**config.mk**
```make
export PLATFORM = sky130hd
export DESIGN_NAME = shifting_queue_with_search_flat
export DESIGN_NICKNAME = d
export VERILOG_FILES = /design/src/design/sqs_pkg.sv /design/src/design/sqs_req_if.sv /design/src/design/sqs_rsp_if.sv /design/src/design/sqs_ctrl.sv /design/src/design/sqs_dp.sv /design/src/design/shifting_queue_with_search.sv /design/src/flat_wrapper.sv
export SDC_FILE = /design/constraint.sdc
export NUM_CORES = 1
export LEC_CHECK = 0
export ABC_AREA = 1
export BUFFER_PORTS_ARGS = -buffer_cell sky130_fd_sc_hd__buf_2
export CORE_UTILIZATION = 40
export CTS_CLUSTER_SIZE = 40
export DETAILED_ROUTE_END_ITERATION = 7
export HOLD_SLACK_MARGIN = 0.05
export PLACE_DENSITY = 0.61
export SYNTH_ARGS = -nofsm -noshare
export SYNTH_HDL_FRONTEND = slang
export SYNTH_SLANG_ARGS = --single-unit
```
**constraint.sdc**
```tcl
create_clock -name clk -period 6.8 [get_ports clk]
set_input_delay 1.02 -clock clk [delete_from_list [all_inputs] [get_ports clk]]
set_output_delay 1.02 -clock clk [all_outputs]
set_load 0.05 [all_outputs]
```
**src/design/sqs_pkg.sv**
```systemverilog
// ----------------------------------------------------------------------------
// sqs_pkg
// Shared widths, codes and control types for the shifting queue with search.
// ----------------------------------------------------------------------------
`default_nettype none

package sqs_pkg;

  localparam int DATA_W = 32;
  localparam int OP_W   = 3;
  localparam int ST_W   = 2;
  localparam int POS_W  = 4;
  localparam int CNT_W  = 5;

  localparam logic [CNT_W-1:0] CAP_RESET = 5'd16;

  typedef enum logic [OP_W-1:0] {
    OP_ENQ    = 3'd0,
    OP_DEQ    = 3'd1,
    OP_PEEK   = 3'd2,
    OP_CLEAR  = 3'd3,
    OP_SEARCH = 3'd4
  } op_t;

  typedef enum logic [ST_W-1:0] {
    ST_OK       = 2'd0,
    ST_FULL     = 2'd1,
    ST_EMPTY    = 2'd2,
    ST_NOTFOUND = 2'd3
  } status_t;

  typedef enum logic [1:0] {
    S_IDLE,
    S_EXEC,
    S_SCAN
  } state_t;

  // controller -> datapath
  typedef struct packed {
    logic capture;   // latch request
    logic idx_clr;   // scan index back to front
    logic idx_inc;   // step scan index
    logic finish;    // commit update, load result register
  } cmd_t;

  // datapath -> controller
  typedef struct packed {
    logic is_search;  // request on the input is a search
    logic out_free;   // result register can take a result this cycle
    logic scan_done;  // scan hit or ran past the last entry
  } sts_t;

endpackage

`default_nettype wire

```
**src/design/sqs_req_if.sv**
```systemverilog
// ----------------------------------------------------------------------------
// sqs_req_if
// Request channel: valid/ready handshake with opcode and value.
// ----------------------------------------------------------------------------
`default_nettype none

interface sqs_req_if;
  logic                             valid;
  logic                             ready;
  logic [sqs_pkg::OP_W-1:0]         opcode;
  logic signed [sqs_pkg::DATA_W-1:0] value;

  modport source (output valid, output opcode, output value, input ready);
  modport sink   (input valid, input opcode, input value, output ready);
endinterface

`default_nettype wire

```
**src/design/sqs_rsp_if.sv**
```systemverilog
// ----------------------------------------------------------------------------
// sqs_rsp_if
// Result channel: valid/ready handshake with status, data and queue flags.
// ----------------------------------------------------------------------------
`default_nettype none

interface sqs_rsp_if;
  logic                              valid;
  logic                              ready;
  logic [sqs_pkg::ST_W-1:0]          status;
  logic signed [sqs_pkg::DATA_W-1:0] data_out;
  logic [sqs_pkg::POS_W-1:0]         found_position;
  logic [sqs_pkg::CNT_W-1:0]         count;
  logic                              is_empty;
  logic                              is_full;

  modport source (output valid, output status, output data_out, output found_position,
                  output count, output is_empty, output is_full, input ready);
  modport sink   (input valid, input status, input data_out, input found_position,
                  input count, input is_empty, input is_full, output ready);
endinterface

`default_nettype wire

```
**src/design/sqs_ctrl.sv**
```systemverilog
// ----------------------------------------------------------------------------
// sqs_ctrl
// Sequencer: takes a request, runs the scan for searches, commits the result.
// ----------------------------------------------------------------------------
`default_nettype none

module sqs_ctrl (
  input  wire logic          clk,
  input  wire logic          rst,
  input  wire logic          in_valid,
  output logic               in_ready,
  input  wire sqs_pkg::sts_t sts,
  output sqs_pkg::cmd_t      cmd
);

  sqs_pkg::state_t state, state_next;

  always_ff @(posedge clk) begin
    if (rst) begin
      state <= sqs_pkg::S_IDLE;
    end else begin
      state <= state_next;
    end
  end

  always_comb begin
    state_next = state;
    in_ready   = 1'b0;
    cmd        = '0;
    case (state)
      sqs_pkg::S_IDLE: begin
        in_ready = 1'b1;
        if (in_valid) begin
          cmd.capture = 1'b1;
          cmd.idx_clr = 1'b1;
          state_next  = sts.is_search ? sqs_pkg::S_SCAN : sqs_pkg::S_EXEC;
        end
      end
      sqs_pkg::S_EXEC: begin
        // front word already read; wait for a free result register
        if (sts.out_free) begin
          cmd.finish = 1'b1;
          state_next = sqs_pkg::S_IDLE;
        end
      end
      sqs_pkg::S_SCAN: begin
        if (sts.scan_done) begin
          if (sts.out_free) begin
            cmd.finish = 1'b1;
            state_next = sqs_pkg::S_IDLE;
          end
        end else begin
          cmd.idx_inc = 1'b1;
        end
      end
      default: begin
        state_next = sqs_pkg::S_IDLE;
      end
    endcase
  end

endmodule

`default_nettype wire

```
**src/design/sqs_dp.sv**
```systemverilog
// ----------------------------------------------------------------------------
// sqs_dp
// Datapath: circular entry store, head and count, scan compare, result reg.
// ----------------------------------------------------------------------------
`default_nettype none

module sqs_dp #(
  parameter int DEPTH = 16
) (
  input  wire logic                          clk,
  input  wire logic                          rst,
  // configuration
  input  wire logic                          cfg_wr_en,
  input  wire logic [sqs_pkg::CNT_W-1:0]     cfg_wr_data,
  // request payload
  input  wire logic [sqs_pkg::OP_W-1:0]      in_opcode,
  input  wire logic [sqs_pkg::DATA_W-1:0]    in_value,
  // result channel
  input  wire logic                          out_ready,
  output logic                               out_valid,
  output logic [sqs_pkg::ST_W-1:0]           out_status,
  output logic [sqs_pkg::DATA_W-1:0]         out_data,
  output logic [sqs_pkg::POS_W-1:0]          out_pos,
  output logic [sqs_pkg::CNT_W-1:0]          out_count,
  output logic                               out_empty,
  output logic                               out_full,
  // control
  input  wire sqs_pkg::cmd_t                 cmd,
  output sqs_pkg::sts_t                      sts
);

  localparam int CW      = sqs_pkg::CNT_W;
  localparam int DW      = sqs_pkg::DATA_W;
  localparam int AW      = $clog2(DEPTH);
  localparam int SW      = ((AW > CW) ? AW : CW) + 1;
  localparam int CAP_MAX = (DEPTH < 31) ? DEPTH : 31;
  localparam logic [CW-1:0] CAP_MAX_C = CW'(CAP_MAX);

  function automatic logic [AW-1:0] wrap_add(input logic [AW-1:0] base,
                                             input logic [CW-1:0] off);
    logic [SW-1:0] s;
    s = SW'(base) + SW'(off);
    if (s >= SW'(DEPTH)) s = s - SW'(DEPTH);
    return s[AW-1:0];
  endfunction

  logic [DW-1:0]          mem [DEPTH];
  logic [DW-1:0]          rdata;
  logic [CW-1:0]          capacity;
  logic [AW-1:0]          head, head_next;
  logic [CW-1:0]          count, count_next;
  logic [sqs_pkg::OP_W-1:0] op_q;
  logic [DW-1:0]          key_q;
  logic [CW-1:0]          idx;
  logic [CW-1:0]          rd_off;
  logic [AW-1:0]          rd_addr;
  logic [AW-1:0]          tail;
  logic [CW-1:0]          cap_eff;
  logic                   full_now;
  logic                   hit;
  logic                   do_write;
  logic [sqs_pkg::ST_W-1:0] res_status;
  logic [DW-1:0]          res_data;
  logic [sqs_pkg::POS_W-1:0] res_pos;

  assign cap_eff  = (capacity == '0) ? CW'(1)
                  : ((capacity > CAP_MAX_C) ? CAP_MAX_C : capacity);
  assign full_now = (count >= cap_eff);
  assign tail     = wrap_add(head, count);
  assign rd_off   = cmd.idx_clr ? '0 : (cmd.idx_inc ? idx + CW'(1) : idx);
  assign rd_addr  = wrap_add(head, rd_off);
  assign hit      = (idx < count) && (rdata == key_q);

  assign sts.is_search = (in_opcode == sqs_pkg::OP_SEARCH);
  assign sts.out_free  = !out_valid || out_ready;
  assign sts.scan_done = (idx >= count) || hit;

  // store
  always_ff @(posedge clk) begin
    if (do_write) begin
      mem[tail] <= key_q;
    end
    rdata <= mem[rd_addr];
  end

  always_comb begin
    head_next  = head;
    count_next = count;
    do_write   = 1'b0;
    res_status = sqs_pkg::ST_OK;
    res_data   = '0;
    res_pos    = '0;
    case (op_q)
      sqs_pkg::OP_ENQ: begin
        if (full_now) begin
          res_status = sqs_pkg::ST_FULL;
        end else begin
          do_write   = cmd.finish;
          count_next = count + CW'(1);
        end
      end
      sqs_pkg::OP_DEQ: begin
        if (count == '0) begin
          res_status = sqs_pkg::ST_EMPTY;
        end else begin
          res_data   = rdata;
          head_next  = wrap_add(head, CW'(1));
          count_next = count - CW'(1);
        end
      end
      sqs_pkg::OP_PEEK: begin
        if (count == '0) begin
          res_status = sqs_pkg::ST_EMPTY;
        end else begin
          res_data = rdata;
        end
      end
      sqs_pkg::OP_CLEAR: begin
        count_next = '0;
      end
      sqs_pkg::OP_SEARCH: begin
        if (hit) begin
          res_pos = idx[sqs_pkg::POS_W-1:0];
        end else begin
          res_status = sqs_pkg::ST_NOTFOUND;
        end
      end
      default: begin
      end
    endcase
  end

  // control state
  always_ff @(posedge clk) begin
    if (rst) begin
      capacity  <= sqs_pkg::CAP_RESET;
      head      <= '0;
      count     <= '0;
      out_valid <= 1'b0;
    end else begin
      if (cfg_wr_en) begin
        capacity <= cfg_wr_data;
      end
      if (cmd.finish) begin
        head      <= head_next;
        count     <= count_next;
        out_valid <= 1'b1;
      end else if (out_ready) begin
        out_valid <= 1'b0;
      end
    end
  end

  // payload
  always_ff @(posedge clk) begin
    if (cmd.capture) begin
      op_q  <= in_opcode;
      key_q <= in_value;
    end
    if (cmd.idx_clr) begin
      idx <= '0;
    end else if (cmd.idx_inc) begin
      idx <= idx + CW'(1);
    end
    if (cmd.finish) begin
      out_status <= res_status;
      out_data   <= res_data;
      out_pos    <= res_pos;
      out_count  <= count_next;
      out_empty  <= (count_next == '0);
      out_full   <= (count_next >= cap_eff);
    end
  end

endmodule

`default_nettype wire

```
**src/design/shifting_queue_with_search.sv**
```systemverilog
// ----------------------------------------------------------------------------
// shifting_queue_with_search
// FIFO of signed 32-bit words with enqueue, dequeue, peek, clear and search.
// ----------------------------------------------------------------------------
// Usage
//   req : request channel (opcode, value), valid/ready; a transfer happens
//         when both are high at a rising edge.
//   rsp : one result per request (status, data_out, found_position, count,
//         is_empty, is_full), valid/ready, held in an output register.
//   cfg_wr_en / cfg_wr_data : capacity write, taken at any edge with the
//         enable high; write only while the block is idle. Zero acts as one,
//         values above DEPTH act as DEPTH.
// Timing
//   Entries sit in a circular store with one registered read port; dequeue
//   moves the head pointer rather than the data.
//   Enqueue, dequeue, peek, clear: the request is captured and the front word
//   read, then the result is committed; a new request is taken only after that commit.
//   Search: one entry read a cycle from the front; the scan ends on the first
//   match (position = its offset from the front) or past the last entry on a miss.
// Reset
//   rst (synchronous) empties the queue, drops any pending result and sets
//   capacity to 16. Stored words are not cleared.
// Stall
//   A result waits in the output register while rsp.ready is low; the next
//   request is still taken and runs up to its commit, where it waits.
// ----------------------------------------------------------------------------
`default_nettype none

module shifting_queue_with_search #(
  parameter int DEPTH = 16
) (
  input  wire logic                      clk,
  input  wire logic                      rst,
  sqs_req_if.sink                        req,
  sqs_rsp_if.source                      rsp,
  input  wire logic                      cfg_wr_en,
  input  wire logic [sqs_pkg::CNT_W-1:0] cfg_wr_data
);

  sqs_pkg::cmd_t cmd;
  sqs_pkg::sts_t sts;

  logic [sqs_pkg::DATA_W-1:0] out_data;

  // sequencer: one request at a time
  sqs_ctrl u_ctrl (
    .clk      (clk),
    .rst      (rst),
    .in_valid (req.valid),
    .in_ready (req.ready),
    .sts      (sts),
    .cmd      (cmd)
  );

  // store, pointers, compare and result register
  sqs_dp #(
    .DEPTH (DEPTH)
  ) u_dp (
    .clk         (clk),
    .rst         (rst),
    .cfg_wr_en   (cfg_wr_en),
    .cfg_wr_data (cfg_wr_data),
    .in_opcode   (req.opcode),
    .in_value    (req.value),
    .out_ready   (rsp.ready),
    .out_valid   (rsp.valid),
    .out_status  (rsp.status),
    .out_data    (out_data),
    .out_pos     (rsp.found_position),
    .out_count   (rsp.count),
    .out_empty   (rsp.is_empty),
    .out_full    (rsp.is_full),
    .cmd         (cmd),
    .sts         (sts)
  );

  assign rsp.data_out = signed'(out_data);

endmodule

`default_nettype wire
```
**src/flat_wrapper.sv**
```systemverilog
// flat-port wrapper written by rule: the top's interface ports become plain ports
module shifting_queue_with_search_flat 
#(
  parameter int DEPTH = 16
)
  (clk, rst, cfg_wr_en, cfg_wr_data, req_valid, req_opcode, req_value, req_ready, rsp_valid, rsp_status, rsp_data_out, rsp_found_position, rsp_count, rsp_is_empty, rsp_is_full, rsp_ready);
  sqs_req_if req_i ();
  sqs_rsp_if rsp_i ();
  input  wire logic clk;
  input  wire logic rst;
  input  wire logic cfg_wr_en;
  input  wire logic [sqs_pkg::CNT_W-1:0] cfg_wr_data;
  input wire logic [$bits(req_i.valid)-1:0] req_valid;
  input wire logic [$bits(req_i.opcode)-1:0] req_opcode;
  input wire logic [$bits(req_i.value)-1:0] req_value;
  output wire logic [$bits(req_i.ready)-1:0] req_ready;
  output wire logic [$bits(rsp_i.valid)-1:0] rsp_valid;
  output wire logic [$bits(rsp_i.status)-1:0] rsp_status;
  output wire logic [$bits(rsp_i.data_out)-1:0] rsp_data_out;
  output wire logic [$bits(rsp_i.found_position)-1:0] rsp_found_position;
  output wire logic [$bits(rsp_i.count)-1:0] rsp_count;
  output wire logic [$bits(rsp_i.is_empty)-1:0] rsp_is_empty;
  output wire logic [$bits(rsp_i.is_full)-1:0] rsp_is_full;
  input wire logic [$bits(rsp_i.ready)-1:0] rsp_ready;
  assign req_i.valid = req_valid;
  assign req_i.opcode = req_opcode;
  assign req_i.value = req_value;
  assign req_ready = req_i.ready;
  assign rsp_valid = rsp_i.valid;
  assign rsp_status = rsp_i.status;
  assign rsp_data_out = rsp_i.data_out;
  assign rsp_found_position = rsp_i.found_position;
  assign rsp_count = rsp_i.count;
  assign rsp_is_empty = rsp_i.is_empty;
  assign rsp_is_full = rsp_i.is_full;
  assign rsp_i.ready = rsp_ready;
  shifting_queue_with_search #(.DEPTH(DEPTH)) u_core (.clk(clk), .rst(rst), .req(req_i), .rsp(rsp_i), .cfg_wr_en(cfg_wr_en), .cfg_wr_data(cfg_wr_data));
endmodule
```
# --- Yosys cells after proc, flatten, opt, wreduce, memory -nomap -nowiden ---
# Memory sizes are Yosys's and may differ from the RTL's. A register that Yosys moved wholly into a read port is not among the register bits.
# Index checks and enable logic that the tools add are counted.
totals:
  regBits: 102
  ramBits: 512
  input_bits: 45
  output_inout_bits: 47
  wordCells: 92
  mem_count: 1
classes:
  n_addsub: 9
  magnitude_cmp: 8
  n_eq_ne: 10
  n_mux: 33
  bitwise_logic: 2
  reduce_logical: 15
memory_table:
  columns: ["name", "depth", "word_bits", "read_ports", "rd_clocked_by_memory_dff", "write_ports", "line", "source"]
  rows:
  - ["u_core.u_dp.mem", 16, 32, 1, 1, 1, "sqs_dp.sv:47", "logic [DW-1:0] mem [DEPTH];"]
ops:
  columns: ["operator", "n"]
  rows:
  - ["equality test 32 bit", 1]
  - ["2-to-1 mux 5 bit", 6]
  - ["2-to-1 mux 2 bit", 8]
  - ["greater-or-equal comparator 5 bit", 3]
  - ["logical NOT 5 bit", 3]
  - ["one-hot mux 5 bit (3 select lines)", 1]
  - ["adder 4 x 5 -> 6 bit", 2]
  - ["greater-or-equal comparator 6 x 5 -> 1 bit, second input constant", 2]
  - ["2-to-1 mux 1 bit", 12]
  - ["2-to-1 mux 4 bit", 3]
  - ["one-hot mux 2 bit (3 select lines)", 2]
  - ["subtractor 4 x 1 -> 4 bit, second input constant", 3]
  - ["adder 5 x 1 -> 5 bit, second input constant", 2]
  - ["equality test 3 x 2 -> 1 bit, second input constant", 2]
  - ["equality test 3 bit, second input constant", 2]
  - ["adder 4 x 1 -> 5 bit, second input constant", 1]
  - ["greater-or-equal comparator 5 bit, second input constant", 1]
  - ["> comparator 5 bit, second input constant", 1]
  - ["less-than comparator 5 bit", 1]
  - ["subtractor 5 x 1 -> 5 bit, second input constant", 1]
  - ["AND reduction 2 bit", 2]
  - ["OR reduction 2 bit", 2]
  - ["equality test 3 x 1 -> 1 bit, second input constant", 1]
  - ["logical NOT 3 bit", 1]
  - ["12 further kinds", 14]

# --- Depth between registers and ports, before layout ---
logic_depth:
  ltp_word: 10
  mapped_depth: 23
  ltp_nobuf: 22

# --- By module ---
# Synthesis repeated with hierarchy kept, for this count alone.
hier_totals:
  cells_unflattened: 2017
  area_unflattened_um2: 26385.3
modules_own_cells:
  columns: ["module", "instances", "cells_per_inst", "area_per_inst_um2", "seq_area_each_um2"]
  rows:
  - ["sqs_dp", 1, 1989, 26197.6, 18818.0]
  - ["sqs_ctrl", 1, 28, 187.7, 40.0]

# --- Worst setup path before layout ---
# OpenSTA, ideal clock, no wires.
synth_path:
  path_type: "input -> register"
  startpoint: "input req_valid"
  endpoint: "register u_core.u_dp.rdata[13], read port of u_core.u_dp.mem"
  setup_ps: 58
  arrival_ps: 3607
  required_time_ps: 6742
  path_slack_ps: 3135
  cell_stages: 13
  path_buffers: 3
  path_cell_list: "nand2_1 > inv_1 > a21oi_1 > o21a_1 > ha_1 > xor2_1 > buf_2 > buf_2 > buf_1 > nand2_1 > o21ai_0 > nand2_2 > nand2_2"
synth_rtl:
  columns: ["element", "line", "source"]
  rows:
  - ["from (decl)", "flat_wrapper.sv:13", "input wire logic [$bits(req_i.valid)-1:0] req_valid;"]
  - ["to (decl)", "sqs_dp.sv:48", "logic [DW-1:0] rdata;"]

# --- Final worst setup path ---
layout_path:
  startpoint: "register u_core.u_dp.key_q[14]"
  endpoint: "register u_core.u_dp.rdata[9], read port of u_core.u_dp.mem"
layout_via:
  elab_chain_cells: 10
  elab_cells_between_ends: 11
  classes_between: "add/sub: 2; order compare: 1; eq/ne: 1; mux: 5; reduce/logical: 2"
layout_rtl:
  columns: ["element", "line", "source"]
  rows:
  - ["from (decl)", "sqs_dp.sv:53", "logic [DW-1:0] key_q;"]
  - ["from (signal assigned)", "sqs_dp.sv:158", "key_q <= in_value;"]
  - ["equality test 32 bit *", "sqs_dp.sv:72", "assign hit = (idx < count) && (rdata == key_q);"]
  - ["logical AND 1 bit *", "sqs_dp.sv:72", null]
  - ["logical OR 1 bit *", "sqs_dp.sv:76", "assign sts.scan_done = (idx >= count) || hit;"]
  - ["2-to-1 mux 1 bit *", "sqs_ctrl.sv:47", "if (sts.scan_done) begin"]
  - ["2-to-1 mux 1 bit *", "sqs_ctrl.sv:30", "case (state)"]
  - ["2-to-1 mux 5 bit * (2 in a row)", null, null]
  - ["named net u_core.u_dp.rd_off[0]", "sqs_dp.sv:55", "logic [CW-1:0] rd_off;"]
  - ["adder 4 x 5 -> 6 bit *", "sqs_dp.sv:42", "s = SW'(base) + SW'(off);"]
  - ["greater-or-equal comparator 6 x 5 -> 1 bit / subtractor 4 x 1 -> 4 bit (equally long branches)", "sqs_dp.sv:43", "if (s >= SW'(DEPTH)) s = s - SW'(DEPTH);"]
  - ["2-to-1 mux 4 bit *", "sqs_dp.sv:43", null]
# The timed path passes the listed nets; every way through them passes the cells marked *.
# A chain may end at the register's enable or synchronous reset.

==> results summary <==
During synthesis, Yosys emitted a total of 0 warnings. In the post-route analysis, the smallest setup slack over all paths is 1.77 ns. Synthesis instantiated 44 different standard cells from the library. In the post-synthesis netlist, the biggest area contributors are sky130_fd_sc_hd__edfxtp_1, sky130_fd_sc_hd__nand2_1, sky130_fd_sc_hd__dfxtp_1.

0 antenna diodes ended up in the layout. The effective utilization at floorplan is 0.405. The number of buffers added by the clock tree synthesis step is 68. The all-layer global routing usage came out at 0.189. The H-tree was split into 3 levels.

Post-CTS timing repair inserted 0 buffers for setup. The cell count of the worst hold path came out at 2. The number of violations reported at the end of detailed-routing iteration 0 is between 1,000 and 1,500. The max-capacitance violation count came out at 0. In this run the most critical hold path is launched from u_core.u_dp.head[3]. The number of hold violations in the final report came out at 0. The net count of the finished layout is about 2,200. In the routed layout, each cell is associated on average with a via count of 5.30. The start point of the critical path is u_core.u_dp.key_q[14]. The cell taking the most area after synthesis is sky130_fd_sc_hd__edfxtp_1. For this run, global-route usage on met3 was measured as 0.0252. The tree is rooted in a sky130_fd_sc_hd__clkbuf_16. In this run the most used layer during global routing was met2.

The critical path is of the flip-flop to flip-flop type. The post-cts gate resize count is 0. The post-route clock period utilization is 0.740. The maximum buffer depth of the clock tree came out at 3. The post-synthesis instance area is around 26,000 um^2. The share of layout cells above drive strength 1 came out at 0.152. The layout filler cell count came out at between 5,000 and 6,000. The launching point of the worst reg2reg path is u_core.u_dp.key_q[14]. For this run, the register share of the synthesized area comes to 0.720. The transition time at the pin with the least slew margin came out at just under 1 ns. In this run the mean area of a mapped cell was roughly 13 um^2.

The synthesized netlist net count came out at 2,143. The floorplan die height came out at around 260 um. The number of vias in the routed layout is roughly 16,000. The type of destination of the critical path is a flip-flop. The number of routed nets with antenna violations is 0.

The end point of the worst hold path is u_core.u_dp.head[3]. The first global-routing pass estimated 95,400 um of wire. The relative slew slack came out at 0.349. The global routing usage on met1 is 0.247. The total power density per cell area came out at around 340 nW/um^2. The core region area is 64,600 um^2. The switching portion of total power came out at 0.288. The reg-to-reg setup timing slack came out at 1.77 ns. Of the total power, registers draw 0.474.

The initial antenna violation count came to 0. The congestion estimate from routability-driven global placement came to 0.825. The number of pins exceeding their max-slew limit in the final report came out at 0. The number of cells on the worst reg-to-reg path came out at 20. The portion of total power attributed to the clock network is 0.352. Counting every instance in the synthesized netlist gives 2,069. The overall routed net length is 63,000 um.

In this run the critical register-to-register path is captured at u_core.u_dp.rdata[9]. The total of endpoints with negative setup slack in the final report is 0. The combinational fraction of design power is 0.174.

The worst supply voltage drop on vdd is 0.203 mV. The clock net in this run drives a total of 646 sinks. The worst setup slack after placement came out at 1.81 ns. TritonCTS built the clock tree. Dividing the detail-routed wire length by the instance count gives between 20 and 25 um.

For the finished layout, the period the worst path requires is 5.03 ns. The routing usage on met2 came out at 0.320. The layout overhead on the synthesized area is 13.6%.

After clock tree synthesis, the flow added hold-fix buffers numbering 0. The clock-pin slew on the worst setup and hold paths came out at 0.06 ns. Summed over all layers, the global routing overflow is 0. The flow ran to the end, and the final reports show no timing, DRC or antenna violations. The die covers 66,500 um^2. The count of buffers from port buffering is 91. The flop and latch count out of synthesis came out at ~650. The iteration count of the initial detailed-routing pass came out at 5. The internal power consumption came out at 0.00725 W.

Timing would allow up to around 0.20 GHz. The post-layout instance area came out at 29,800 um^2. The pin count of the biggest net entering global routing came out at 213.

The top-level I/O count is 92. The area after detailed placement came out at 27,600 um^2. The floorplan row count came out at 93. The setup total negative slack came out at 0 ns. Of the post-synthesis cell area, the dominant cell type holds 0.679. In this run the worst path has a maximum fanout of 93. The total DRC errors in the routed layout came out at 0.

The placed wire-length estimate after detailed placement came out at 31,900 um. STA classifies the critical path startpoint as a flip-flop. The leakage power figure is 10.7 nW. The worst-case clock skew came out at 0.0257 ns. The width of the die came out at 258 um.

At the worst endpoint, the required time is 7.33 ns. The arrival time of data at the critical path endpoint came out at 5.57 ns. The clock latency reported for the late side of the worst-skew pair is slightly above 0.6 ns. The net switching power came out at 0.00293 W.

Setup repair after global routing left no endpoint under its margin. The class of the tightest hold or removal check is flip-flop to flip-flop. The number of global-route vias before repair came out at 15,861.
## metal layers
layer / part of all wire / wire (um) / up-vias
met2: 0.48 / 30500 / 501
met1: 0.43 / 27100 / 7952
li1: - / - / 7587
met5: 0 / 0 / -
met4: 0.030 / 1880 / 0
met3: 0.056 / 3500 / 132
## state kept, by name (all words and copies together), names as in the netlist
register                cells
u_core.u_dp.out_full        1
u_core.u_ctrl.state         2
u_core.u_dp.out_status      2
u_core.u_dp.idx             5
u_core.u_dp.out_empty       1
u_core.u_dp.capacity        5
u_core.u_dp.out_count       5
u_core.u_dp.rdata          32
u_core.u_dp.count           5
u_core.u_dp.out_data       32
u_core.u_dp.op_q            3
u_core.u_dp.out_valid       1
u_core.u_dp.head            4
u_core.u_dp.key_q          32
u_core.u_dp.out_pos         4
u_core.u_dp.mem           512
## worst max-delay path: stages (launching register included)
cell and delay, ns:
sky130_fd_sc_hd__edfxtp_1 0.61, sky130_fd_sc_hd__xnor2_1 0.26, sky130_fd_sc_hd__nand2_1 0.15, sky130_fd_sc_hd__nor2_1 0.39, sky130_fd_sc_hd__nand2_1 0.17, sky130_fd_sc_hd__nor2_4 0.17, sky130_fd_sc_hd__nand3_4 0.12, sky130_fd_sc_hd__nand3_1 0.20
sky130_fd_sc_hd__o21ai_0 0.10, sky130_fd_sc_hd__a21oi_1 0.27, sky130_fd_sc_hd__ha_4 0.18, sky130_fd_sc_hd__inv_1 0.04, sky130_fd_sc_hd__fa_2 0.45, sky130_fd_sc_hd__inv_4 0.55, sky130_fd_sc_hd__buf_12 0.45, sky130_fd_sc_hd__o21ai_0 0.19
sky130_fd_sc_hd__o22ai_1 0.18, sky130_fd_sc_hd__nand2_1 0.07, sky130_fd_sc_hd__o21ai_0 0.09, sky130_fd_sc_hd__nand3_1 0.11, sky130_fd_sc_hd__nand2_2 0.10
## cell type report
class | instances | area, um^2 | area share
clock buffer | 92 | 1920 | 0.0647
tap | 855 | 1070 | 0.0360
clock inverter | 30 | 235 | 0.00791
sequential | 646 | 18900 | 0.634
inverter | 97 | 372 | 0.0125
multi-input combinational | 1214 | 6580 | 0.221
timing repair buffer | 117 | 713 | 0.0240
## layout by cell type, fill, tap and decap left out, drive strengths merged, types with 3 or more instances in the layout
master and count:
edfxtp 592, nand2 420, nor2 227, o21ai 217
buf 117, inv 101, clkbuf 92, a21oi 81
a32o 64, o22ai 64, dfxtp 54, nand3 52
xnor2 27, ha 27, clkinv 21, xor2 8
nand4 6, o211ai 5, nor3 3, clkinvlp 3
## worst max-delay path by stage
stage | end | slack (ns) | depth (start not counted)
2_1_floorplan | u_core.u_dp.rdata[13] | 3.14 | 13
3_3_place_gp | u_core.u_dp.rdata[25] | 1.86 | 19
3_5_place_dp | u_core.u_dp.rdata[29] | 1.81 | 19
4_1_cts | u_core.u_dp.rdata[29] | 1.80 | 19
5_1_grt | u_core.u_dp.rdata[3] | 1.45 | 20
6_report | u_core.u_dp.rdata[9] | 1.77 | 20
## through the flow
step / instances / total power, W / hold WS (ns) / util
5_1_grt: 3051 / 0.0106 / 0.536 / 0.461
2_1_floorplan: 2069 / 0.00617 / 0.466 / -
3_3_place_gp: 2929 / 0.00665 / 0.485 / 0.427
4_1_cts: 3051 / 0.0103 / 0.502 / 0.461
3_5_place_dp: 2929 / 0.00668 / 0.494 / 0.427
6_report: 3051 / 0.0102 / 0.502 / 0.461
## power by group through the flow
stage          clock network (W)  registers (W)  logic, W
4_1_cts                  0.00366        0.00483   0.00178
3_5_place_dp                   0        0.00491   0.00177
2_1_floorplan                  0        0.00500   0.00117
5_1_grt                  0.00380        0.00485   0.00196
6_report                 0.00359        0.00483   0.00177
3_3_place_gp                   0        0.00491   0.00174
## synth_stat cells
cell,number
sky130_fd_sc_hd__nand2_4,8
sky130_fd_sc_hd__or4_1,1
sky130_fd_sc_hd__nand2_1,351
sky130_fd_sc_hd__a21o_1,1
sky130_fd_sc_hd__fa_1,2
sky130_fd_sc_hd__clkbuf_1,67
sky130_fd_sc_hd__a21oi_1,80
sky130_fd_sc_hd__buf_2,31
sky130_fd_sc_hd__inv_2,8
sky130_fd_sc_hd__nand3_4,2
sky130_fd_sc_hd__nand4_4,2
sky130_fd_sc_hd__inv_1,89
sky130_fd_sc_hd__nor2_1,224
sky130_fd_sc_hd__a31oi_1,2
sky130_fd_sc_hd__o21bai_1,1
sky130_fd_sc_hd__nand2_8,1
sky130_fd_sc_hd__buf_1,5
sky130_fd_sc_hd__a21oi_2,1
sky130_fd_sc_hd__o21a_1,1
sky130_fd_sc_hd__o21ai_1,8
sky130_fd_sc_hd__nand4_1,4
sky130_fd_sc_hd__o21ai_2,1
sky130_fd_sc_hd__nor2_8,1
sky130_fd_sc_hd__nor3_1,3
sky130_fd_sc_hd__nor2_4,2
sky130_fd_sc_hd__dfxtp_1,54
sky130_fd_sc_hd__a32o_1,64
sky130_fd_sc_hd__o211ai_2,1
sky130_fd_sc_hd__xor2_1,8
sky130_fd_sc_hd__a21boi_0,1
sky130_fd_sc_hd__o211ai_1,4
sky130_fd_sc_hd__buf_12,3
sky130_fd_sc_hd__nand3_1,47
sky130_fd_sc_hd__o21ai_0,208
sky130_fd_sc_hd__o22ai_1,64
sky130_fd_sc_hd__nand3_2,3
sky130_fd_sc_hd__buf_4,6
sky130_fd_sc_hd__nor4_4,1
sky130_fd_sc_hd__nand2_2,60
sky130_fd_sc_hd__ha_1,27
sky130_fd_sc_hd__or2_2,2
sky130_fd_sc_hd__xnor2_1,27
sky130_fd_sc_hd__a22oi_1,1
sky130_fd_sc_hd__edfxtp_1,592
## cells by family after synthesis
| kind of cell | Yosys count | synth area share |
|---|---|---|
| flops | 646 | 0.720 |
| simple gates | 712 | 0.119 |
| fa+ha+maj | 29 | 0.0144 |
| xor+xnor | 35 | 0.0117 |
| buf+inv | 209 | 0.0342 |
| compound gates | 438 | 0.101 |
No activity file was read; power rests on OpenSTA's default activity.
